$ cat src/rtl/aik_isqrt.sv
// Pipelined floor square root, one result bit per stage.
`timescale 1ns / 1ps
module aik_isqrt #(
   parameter int unsigned N = 64
) (
   input  logic           clock,
   input  logic           advance,
   input  logic [N-1:0]   rad,
   output logic [N/2-1:0] root
);

   localparam int unsigned STEPS = N / 2;
   localparam logic [N-1:0] ONE = 1;

   logic [N-1:0] v_ff   [STEPS];
   logic [N-1:0] res_ff [STEPS];

   for (genvar i = 0; i < STEPS; i++) begin : g_step
      localparam logic [N-1:0] BIT = ONE << (N - 2 - 2 * i);
      logic [N-1:0] v_prev;
      logic [N-1:0] res_prev;
      logic [N:0]   trial;

      if (i == 0) begin : g_first
         assign v_prev   = rad;
         assign res_prev = '0;
      end else begin : g_next
         assign v_prev   = v_ff[i-1];
         assign res_prev = res_ff[i-1];
      end

      assign trial = {1'b0, res_prev} + {1'b0, BIT};

      always_ff @(posedge clock) begin
         if (advance) begin
            if ({1'b0, v_prev} >= trial) begin
               v_ff[i]   <= v_prev - trial[N-1:0];
               res_ff[i] <= (res_prev >> 1) + BIT;
            end else begin
               v_ff[i]   <= v_prev;
               res_ff[i] <= res_prev >> 1;
            end
         end
      end
   end

   assign root = res_ff[STEPS-1][N/2-1:0];

endmodule

$ cat config.mk
export PLATFORM = sky130hd
export DESIGN_NAME = aik_isqrt
export DESIGN_NICKNAME = d
export VERILOG_FILES = /design/src/rtl/aik_isqrt.sv
export SDC_FILE = /design/constraint.sdc
export NUM_CORES = 2
export LEC_CHECK = 0
export BUFFER_PORTS_ARGS = -buffer_cell sky130_fd_sc_hd__buf_2
export CAP_MARGIN = 20
export CORE_MARGIN = 3
export CORE_UTILIZATION = 30
export CTS_BUF_LIST = sky130_fd_sc_hd__clkbuf_2
export CTS_CLUSTER_DIAMETER = 60
export DETAILED_ROUTE_END_ITERATION = 10
export SLEW_MARGIN = 25
export SYNTH_ARGS = -nofsm -noshare
export SYNTH_HDL_FRONTEND = slang
export SYNTH_SLANG_ARGS = --single-unit
$ cat constraint.sdc
create_clock -name clock -period 11 [get_ports clock]
set_input_delay 1.65 -clock clock [delete_from_list [all_inputs] [get_ports clock]]
set_output_delay 1.65 -clock clock [all_outputs]
set_load 0.01 [all_outputs]
# == Word-level counts from Yosys, hierarchy flattened ==
# Memory sizes are Yosys's and may differ from the RTL's.
# Index checks and enable logic that the tools add are counted.
# totals
inputBits,66
regBits,0
output_inout_bits,32
wordCells,448
ram_bits,4096
mem_count,2
# memory_table
name,depth,word_bits,rd,rd_ports_with_merged_regs,write_ports,line_no,text
res_ff,32,64,32,0,32,16,logic [N-1:0] res_ff [STEPS];
v_ff,32,64,31,0,32,15,logic [N-1:0] v_ff [STEPS];
# classes
bitwise,64
mux,256
n_lt_le_gt_ge,32
addsub,94
# op_table
cell,count
2-to-1 mux 64 bit,64
>= comparator 64 x 65 -> 1 bit,31
subtractor 64 bit,31
2-to-1 mux 1 bit,192
"adder 64 x 1 -> 65 bit, second input constant",1
"adder 64 x 11 -> 65 bit, second input constant",1
"adder 64 x 13 -> 65 bit, second input constant",1
"adder 64 x 15 -> 65 bit, second input constant",1
"adder 64 x 17 -> 65 bit, second input constant",1
"adder 64 x 19 -> 65 bit, second input constant",1
"adder 64 x 21 -> 65 bit, second input constant",1
"adder 64 x 23 -> 65 bit, second input constant",1
"adder 64 x 25 -> 65 bit, second input constant",1
"adder 64 x 27 -> 65 bit, second input constant",1
"adder 64 x 29 -> 65 bit, second input constant",1
"adder 64 x 3 -> 65 bit, second input constant",1
"adder 64 x 31 -> 65 bit, second input constant",1
"adder 64 x 33 -> 65 bit, second input constant",1
"adder 64 x 35 -> 65 bit, second input constant",1
"adder 64 x 37 -> 65 bit, second input constant",1
"adder 64 x 39 -> 65 bit, second input constant",1
"adder 64 x 41 -> 65 bit, second input constant",1
"adder 64 x 43 -> 65 bit, second input constant",1
"adder 64 x 45 -> 65 bit, second input constant",1
45 further kinds,108

# == Longest topological paths before layout ==
# An unclocked memory read counts as a cell.
# logic_depth
word_depth,7
depth_mapped,15
mapped_depth_nobuf,13

# == Least setup slack after synthesis ==
# OpenSTA, ideal clock, no wires.
# synth_timing
path_kind,input-to-reg
from,in advance
to,"mem res_ff[26][10], in the netlist res_ff[1][650], enable pin"
slack_ns,5.547
setup_ns,0.482
arrival_ns,4.971
path_buffers,4
required_time_ns,10.518
cell_stages,4
cell_sequence,clkbuf_1 -> clkbuf_1 -> clkbuf_1 -> clkbuf_1
# synth_rtl
item,line_no,text
"start, declared",7,"input logic advance,"
"end, declared",16,

==> results.md <==
* Run status: finished clean
* WHS Path Cells at 0
* Fin. Hold Viols at 0
* RR Endpoint: v_ff[1][752]
* Critical path type: register to register
* Worst-margin pin slew at 1.11 ns
* Root Driver: clkbuf_2
* Syn Inst Count at 9729
* Leading cell type in the layout, fill and taps excluded: edfxtp_1
* DRT antenna net count at 0
* R2R Setup Slk at 6.06 ns
* Via count at 79100
* Vias in the first global route at 77500
* Cell Area, Synth at 121000 µm²
* Placed cells at 14900
* Fin crit share at 44.9%
* Max_cap viols at 0
* IO Pins at 98
* Initial antenna violation count at 12
* Post-synth EDFFs at 2512
* Most common flop cell mapped by yosys: edfxtp_1
* DR pass1 iterations at 8
* Post-placement cell area at 128000 µm²
* Cell area power density at 186 nW/µm²
* Worst EP required at 12.73 ns
* Hold_sp: v_ff[0][82]
* DIE WIDTH at 641 µm
* RSZ-0062 raised after global routing: false
* DRC violations left at 0
* Clock buffer depth at 4
* Placed wire-length estimate at 220000 µm
* Total die area at 411000 µm²
* Yosys top cell by area: edfxtp_1
* Final core occ at 33.8%
* Worst EP arrival at 6.67 ns
* Top post-synthesis cells by area: edfxtp_1, ha_1, xnor2_1
* Most frequent cells in the layout: edfxtp_1, clkbuf_2, nand2_1, inv_1, nor2_1
* Inserted Clock Buffers at 650
* Pin count of the biggest net entering global routing at 217
* Leak at 50.4 nW
* Synthesized area per cell at 12.4 µm²
* Final setup violation count at 0
* Critical Path Source Type: register
* Syn. warnings at 0
* Min-delay worst type: register to register
* Core area at 401000 µm²
* Clk_lat worst skew at 2.13 ns
* Drt wl/cell at 18.4 µm
* Min cycle time layout at 4.94 ns
* Overall Global Routing Usage at 14.1%
* Asr flop ratio synth at 0%
* Layout area overhead at 11.7%
* Final nets at 11100
* Critical Path Start: v_ff[1][676]
* Net Count, Synth at 10400
* Fin cells at 16200
* WHS at 0.378 ns
* First-pass GRT wire length at 454000 µm
* R2R depth at 10
* Sequential area share after synthesis at 62.3%
* Cts repair resizes at 0
* Initial Util at 30.2%
* Total clock sinks at 2512
* Origin of the critical flop-to-flop path: v_ff[1][676]
* Pins Over Slew Limit at 0
* Crit path capture type: register
* Hold Path Sink: v_ff[0][146]
* DRT iter0 DRCs at 6693
* GRT overflow at 0
* Share of Yosys cell area claimed by the top area cell type at 62.3%
* Row cnt at 232
* Synthesis-stage register bit count at 2512
* Clk slew on worst S/H paths at 0.10 ns
* Power, Total at 25.1 mW
* CTS tree: done
* Slew HR at 25.0%
* Port Buffers at 97
* Worst setup margin at 6.06 ns
* CTS H-tree lvls at 6
* Netlist cell types at 85
* Share of layout cells above drive strength 1 at 12.0%
* Design area at 135000 µm²
* Via/cell ratio at 4.89
* Routability cong. at 0.930
* Worst-path fanout max at 10
* Worst vdd rail ir drop at 101 µV
* Post-Route WL at 298000 µm
* Place WS at 5.25 ns
* Setup_tns at 0 ns
* Die height at 641 µm
* Worst Clk Skew at 0.198 ns
* Max Clk Rate at 202 MHz
==> power breakdown <==
part | switching [mW] | internal [mW]
Combinational | 3.29 | 2.29
Clock | 3.93 | 2.53
Sequential | 1.01 | 12.1
Total | 8.22 | 16.9
==> worst max path at each step <==
| stage | to | slack, ns | cells after the start |
|---|---|---|---|
| 4_1_cts | v_ff[1][254] | 5.86 | 11 |
| 5_1_grt | v_ff[1][564] | 5.83 | 12 |
| 3_3_place_gp | v_ff[1][246] | 5.33 | 11 |
| 2_1_floorplan | res_ff[1][650] | 5.55 | 4 |
| 3_5_place_dp | v_ff[1][246] | 5.25 | 11 |
| 6_report | v_ff[1][752] | 6.06 | 10 |
==> sequential cells by signal, summed over array words and instances, names as in the netlist <==
register / count
v_ff: 1984
res_ff: 528
==> layout make-up <==
class	count	area, µm²
Timing Repair Buffer	288	2400
Inverter	671	2520
Antenna cell	9	22.5
Tap cell	5265	6590
Clock inverter	221	1430
Clock buffer	896	4480
Sequential cell	2512	75400
Multi-Input combinational cell	6326	42400
Fill cell	39900	265000
==> cells in the mapped netlist, drive strengths merged (201+ instances only) <==
| cell | number |
|---|---|
| ha | 558 |
| nor2 | 561 |
| xnor2 | 473 |
| nor3 | 269 |
| nor4 | 371 |
| nand2 | 737 |
| clkbuf | 201 |
| o21ai | 551 |
| xor2 | 422 |
| edfxtp | 2512 |
| a21o | 229 |
| a21oi | 518 |
| inv | 671 |
==> worst max-delay path: stages (launching register included) <==
cell	delay (ns)
edfxtp_1	0.43
ha_1	0.45
or4b_2	0.74
or4_1	0.56
nor4_1	0.60
a2111oi_0	0.24
o21ai_1	0.49
nand3_1	0.28
nand2b_1	0.39
nor4b_1	0.43
xor2_1	0.11
==> metal layers <==
layer / up-vias / share of wire, % / wire [µm] / global-route usage, %
met5: - / 0.014 / 41 / 0
met4: 6 / 2.9 / 8740 / 4.75
met3: 532 / 6.1 / 18200 / 2.67
met2: 2492 / 48 / 144000 / 24.0
met1: 37700 / 43 / 127000 / 18.0
li1: 38300 / - / - / -
==> kinds of logic (layout without fill, tap and decap cells) <==
| logic type | after synthesis | in the layout | share of synthesized area [%] |
|---|---|---|---|
| AND/OR/NAND/NOR | 2997 | 2997 | 12.8 |
| flip-flops | 2512 | 2512 | 62.3 |
| AO/OA/AOI/OAI | 1800 | 1800 | 9.15 |
| XOR/XNOR | 895 | 895 | 6.48 |
| buffers and inverters | 891 | 2076 | 2.78 |
| adder cells (fa/ha/maj) | 558 | 558 | 5.77 |
| multiplexers | 76 | 76 | 0.693 |
| other | 0 | 9 | 0 |
==> what timing repair did <==
action / 4_1_cts / 5_1_grt
hold buffers: 129 / 0
buffers inserted: 0 / 0
setup endpoints to repair: 0 / 0
hold endpoints to repair: 136 / 0
(Power assumes the default switching activity.)
