<file path="src/rtl/aik_fracdiv.sv">
// Pipelined restoring division giving floor(num * 2^FRAC / den), num <= den.
`timescale 1ns / 1ps
module aik_fracdiv #(
   parameter int unsigned W    = 41,
   parameter int unsigned FRAC = 30
) (
   input  logic          clock,
   input  logic          advance,
   input  logic [W-1:0]  num,
   input  logic [W-1:0]  den,
   output logic [FRAC:0] quot
);

   logic [W-1:0]  rem_ff [FRAC+1];
   logic [FRAC:0] q_ff   [FRAC+1];

   // integer bit first
   always_ff @(posedge clock) begin
      if (advance) begin
         if (num >= den) begin
            rem_ff[0] <= num - den;
            q_ff[0]   <= {{FRAC{1'b0}}, 1'b1};
         end else begin
            rem_ff[0] <= num;
            q_ff[0]   <= '0;
         end
      end
   end

   for (genvar k = 1; k <= FRAC; k++) begin : g_step
      logic [W:0] shifted;
      logic [W:0] diff;

      assign shifted = {rem_ff[k-1], 1'b0};
      assign diff    = shifted - {1'b0, den};

      always_ff @(posedge clock) begin
         if (advance) begin
            if (shifted >= {1'b0, den}) begin
               rem_ff[k] <= diff[W-1:0];
               q_ff[k]   <= {q_ff[k-1][FRAC-1:0], 1'b1};
            end else begin
               rem_ff[k] <= shifted[W-1:0];
               q_ff[k]   <= {q_ff[k-1][FRAC-1:0], 1'b0};
            end
         end
      end
   end

   assign quot = q_ff[FRAC];

endmodule

</file>
<file path="config.mk">
export PLATFORM = sky130hd
export DESIGN_NAME = aik_fracdiv
export DESIGN_NICKNAME = d
export VERILOG_FILES = /design/src/rtl/aik_fracdiv.sv
export SDC_FILE = /design/constraint.sdc
export NUM_CORES = 2
export LEC_CHECK = 0
export BUFFER_PORTS_ARGS = -buffer_cell sky130_fd_sc_hd__buf_2
export CAP_MARGIN = 10
export CELL_PAD_IN_SITES_DETAIL_PLACEMENT = 0
export CELL_PAD_IN_SITES_GLOBAL_PLACEMENT = 1
export CORE_MARGIN = 1.5
export CORE_UTILIZATION = 56
export DETAILED_ROUTE_END_ITERATION = 10
export PLACE_DENSITY = 0.86
export SLEW_MARGIN = 15
export SYNTH_ARGS = -nofsm -noshare
export SYNTH_HDL_FRONTEND = slang
export SYNTH_SLANG_ARGS = --single-unit
</file>
<file path="constraint.sdc">
create_clock -name clock -period 12.8 [get_ports clock]
set_input_delay 0.64 -clock clock [delete_from_list [all_inputs] [get_ports clock]]
set_output_delay 0.64 -clock clock [all_outputs]
set_load 0.01 [all_outputs]
</file>
Word level (Yosys, flattened, before mapping)
Memories as Yosys holds them, arrays and structs flattened.
Cells that the tools add are included.
{ "op_classes": {"addsub": 31, "n_lt_le_gt_ge": 31, "n_mux": 248, "bitwise_logic": 62} }
{ "ops": {"columns": ["op", "n"], "rows": [
  ["$mux 41", 31],
  ["$sub 41x41->41", 31],
  ["$ge 42x41->1", 30],
  ["$mux 31", 31],
  ["$mux 1", 186],
  ["$or 1x1->1", 62],
  ["$ge 41x41->1", 1]
]} }
{ "totals": {"register_bits": 0, "ram_bits": 2232, "mem_count": 2} }
{ "mem_list": {"columns": ["memory", "words", "word_bits", "rd", "rd_clocked_by_memory_dff", "wr", "line", "source"], "rows": [
  ["rem_ff", 31, 41, 30, 0, 31, "14", "logic [W-1:0] rem_ff [FRAC+1];"],
  ["q_ff", 31, 31, 31, 0, 31, "15", "logic [FRAC:0] q_ff [FRAC+1];"]
]} }

Logic depth before layout (Yosys ltp)
An unclocked memory read counts as a cell.
{ "logic_depth": {"word_depth": 6, "depth_mapped": 18, "ltp_nobuf": 14} }

Least setup slack after synthesis
Ideal clock, no wire load.
{ "synth_path": {"path_kind": "input to register", "startpoint": "input den[0]", "endpoint": "memory rem_ff[16][39], in the netlist rem_ff[1][39], data pin", "setup_time_ps": 264, "arrival_time_ps": 4806, "path_slack_ps": 7730, "stages": 18, "path_buffers": 5, "cell_sequence": "clkbuf_2 -> clkbuf_1 -> inv_1 -> clkbuf_1 -> fa_1 -> a21o_1 -> a21oi_1 -> o211a_1 -> a211oi_1 -> a21oi_1 -> o41ai_1 -> nor4_1 -> o21ai_1 -> buf_2 -> buf_2 -> o221ai_1 -> o211ai_1 -> o21ai_0"} }
{ "synth_rtl": {"columns": ["element", "line", "source"], "rows": [
  ["from (decl)", "10", "input logic [W-1:0] den,"],
  ["to (decl)", "14", null]
]} }

==> summary.txt <==
Clock tree
  • Clk slew on worst S/H paths: 0.06 ns
  • Clock Latency Late Sink: a little under 0.9 ns
  • CTS Buffer Depth: 3
  • Hold-fix buffers, CTS: 0
  • CTS sink count: between 1500 and 2000
  • H-Tree Depth: 4
  • CTS resizes: 0
  • Clock root buffer: clkbuf_16
  • CTS buffer count: roughly 190
  • TritonCTS clock tree: yes
  • Setup bufs post-CTS: 0

Power
  • P_int: between 20 and 25 mW
  • Power Dens Cells: 282 nW/um^2
  • VDD IR max: between 0.15 and 0.2 mV
  • Comb pwr share: 0.547
  • Seq pwr share: 0.294
  • Switching power: about 17 mW
  • Sw Share: 0.428
  • P_leak: between 50 and 60 nW
  • Clock group share of total power: 0.160

Finish
  • Layout cells sized above 1: 0.0843
  • Most common cell after layout, fill and taps aside: edfxtp_1
  • NumNets Final: 14464
  • Most frequent cells in the layout: edfxtp_1, a21oi_1, ha_1
  • Area Overhead vs Synth: 8.41%
  • Fillers: between 15000 and 20000

Detailed routing
  • DRC: 0
  • WL final: 400000 um
  • Via density per instance: 6.44
  • DRT iter0 DRCs: around 11000
  • Vias: ~100k
  • 1st-pass router iterations: 6
  • Antenna Violating Nets Remaining: 0
  • Wire per inst: 24.6 um

Yosys
  • Synth cell types: 100
  • Post-synth top flop: edfxtp_1
  • Post-Syn Instances: about 13000
  • Avg Synthesized Cell Area: 9.81 um^2
  • Post-synthesis cell area: around 130000 um^2
  • EDFF count, synth: roughly 1700
  • Register bit total from synthesis: approximately 1700
  • Asr flop ratio synth: 0
  • Synth warnings: 0
  • Register area share after synthesis: 0.401
  • Synthesized net count: around 15000

Global routing
  • Initial antenna violation count: 16
  • Grt met2 use: 0.508
  • Vias in the first global route: between 90000 and 100k
  • Tot GR Track Use: 0.332
  • First-pass GRT wire length: ~600000 um
  • Largest net degree at the start of global routing: between 150 and 200
  • Global routing usage on met3: 0.0527
  • GRT Residual Overflow: 0
  • Grt peak-use layer: met2
  • Met1 usage: 0.471

Critical path
  • Crit Path Category: in -> reg
  • Crit start category: primary input
  • WP data required: around 13 ns
  • Critical path fanouts, max: 64
  • CP Capture Type: flop
  • Data arrival time of the worst path: 6.23 ns

Die
  • Site row count: about 180
  • Full die area: between 200000 and 250000 um^2
  • Die height: between 400 and 500 um
  • Die width: around 480 um
  • CORE AREA: about 230000 um^2
  • Initial Util: 0.562
  • I/O pin cnt: roughly 120

Timing
  • Max Transition Viols Final: 0
  • Endpoints failing setup: 0
  • Final Cycle Share: 0.441
  • Setup TNS: 0 ns
  • Setup slack after layout: 7.15 ns
  • Fin. Hold Viols: 0
  • Setup Skew: between 0.07 and 0.08 ns
  • Max Fclk: 177 MHz
  • Unrepaired setup endpoints after global routing: false
  • Worst Max-Slew Pin Slew: around 1.1 ns
  • Worst relative slew slack: 0.246
  • Fin crit period: roughly 5.6 ns

Run status
  • Status: finished, final reports clean

Worst hold path
  • Hold Path Class: in -> reg

Placement
  • Placer's final routability congestion estimate: ~1
  • Pre-CTS WS: approximately 6.5 ns
  • # port buffers: about 110
  • HPWL Detailed: a little under 300000 um

Flow run
  • Max Cap Viol: 0
## cells in the mapped netlist, types with 74 or more instances
master	instances	area [um^2]
o21a_1	125	938
a21oi_1	1393	6970
o21bai_1	156	1170
nor3_1	136	681
nor2_1	853	3200
mux2_2	388	4370
nand2b_1	175	1090
o31ai_1	84	631
a211oi_1	87	653
clkbuf_1	398	1490
edfxtp_1	1724	51800
o21ai_0	1037	5190
nand4_1	214	1340
xor2_1	447	3920
nand3_1	265	1330
a21o_1	745	5590
and2_1	74	463
a31oi_1	149	932
xnor2_1	649	5680
inv_1	354	1330
nor2b_1	219	1370
ha_1	1270	15900
nand2_1	1133	4250
and3_1	127	795
## state kept, by name, indices dropped and copies added (netlist names)
register,cells
rem_ff,1230
q_ff,496
## final timing paths
| kind | start | to | slack, ns | cells after the start |
|---|---|---|---|---|
| worst max-delay path | den[9] | rem_ff[0][189]$_DFFE_PP_ | 7.15 | 15 |
| worst min-delay path | num[35] | rem_ff[0][35]$_DFFE_PP_ | 0.10 | 3 |
| worst max register to register | rem_ff[0][42]$_DFFE_PP_ | rem_ff[0][114]$_DFFE_PP_ | 7.58 | 13 |
| worst min register to register | q_ff[1][314]$_DFFE_PP_ | q_ff[1][346]$_DFFE_PP_ | 0.35 | 0 |
## cell families after synthesis
group | after synthesis | share of synthesized area
mux | 437 | 0.0376
flops | 1726 | 0.401
simple gates | 3424 | 0.125
xor+xnor | 1096 | 0.0743
fa+ha+maj | 1300 | 0.128
buf+inv | 868 | 0.0270
compound gates | 4310 | 0.207
## critical path, stage by stage
cell,delay [ns]
buf_2,0.11
inv_2,0.72
buf_4,0.47
ha_1,0.37
a21oi_1,0.17
o21ai_0,0.16
a221oi_1,0.69
a311oi_1,0.29
a311o_1,0.43
a41o_1,0.32
a21oi_1,0.15
o21ai_1,0.13
a41oi_4,0.54
buf_4,0.57
mux2_2,0.40
## power by group through the flow
stage | Clock (mW) | Sequential [mW] | Combinational (mW)
finish | 6.30 | 11.6 | 21.6
global placement | 0 | 11.6 | 20.8
global route | 6.61 | 11.7 | 23.8
floorplan | 0 | 10.4 | 16.5
detailed placement | 0 | 11.6 | 21.1
CTS | 6.40 | 11.5 | 21.3
## final cells by class
class / instances / area, um^2 / share of cell area
clock inverters: 150 / 2330 / 0.0166
repair buffers: 236 / 1590 / 0.0114
multi-input cells: 10567 / 74100 / 0.530
flip-flops and latches: 1726 / 51800 / 0.370
well taps: 3026 / 3790 / 0.0270
inverters: 355 / 1360 / 0.00973
diodes: 7 / 17.5 / 0.000125
clock buffers: 215 / 4970 / 0.0355
## metal layers
metal | vias to the layer above | part of all wire
met3 | 743 | 0.083
met2 | 4249 | 0.44
li1 | 49280 | -
met4 | 2 | 0.043
met5 | - | 0.000032
met1 | 50541 | 0.44
## per-stage QoR
stage / power [mW] / instance area (um^2) / utilization / cells / hold WS, ns
after floorplan: 27.0 / 129000 / - / 13161 / 0.400
after global placement: 32.4 / 133000 / 0.578 / 15910 / 0.400
after detailed placement: 32.6 / 133000 / 0.578 / 15910 / 0.405
after CTS: 39.2 / 140000 / 0.609 / 16275 / 0.0478
after global routing: 42.1 / 140000 / 0.610 / 16279 / 0.0642
final: 39.5 / 140000 / 0.610 / 16282 / 0.105
Note: power is estimated with default switching activity, not from simulation.
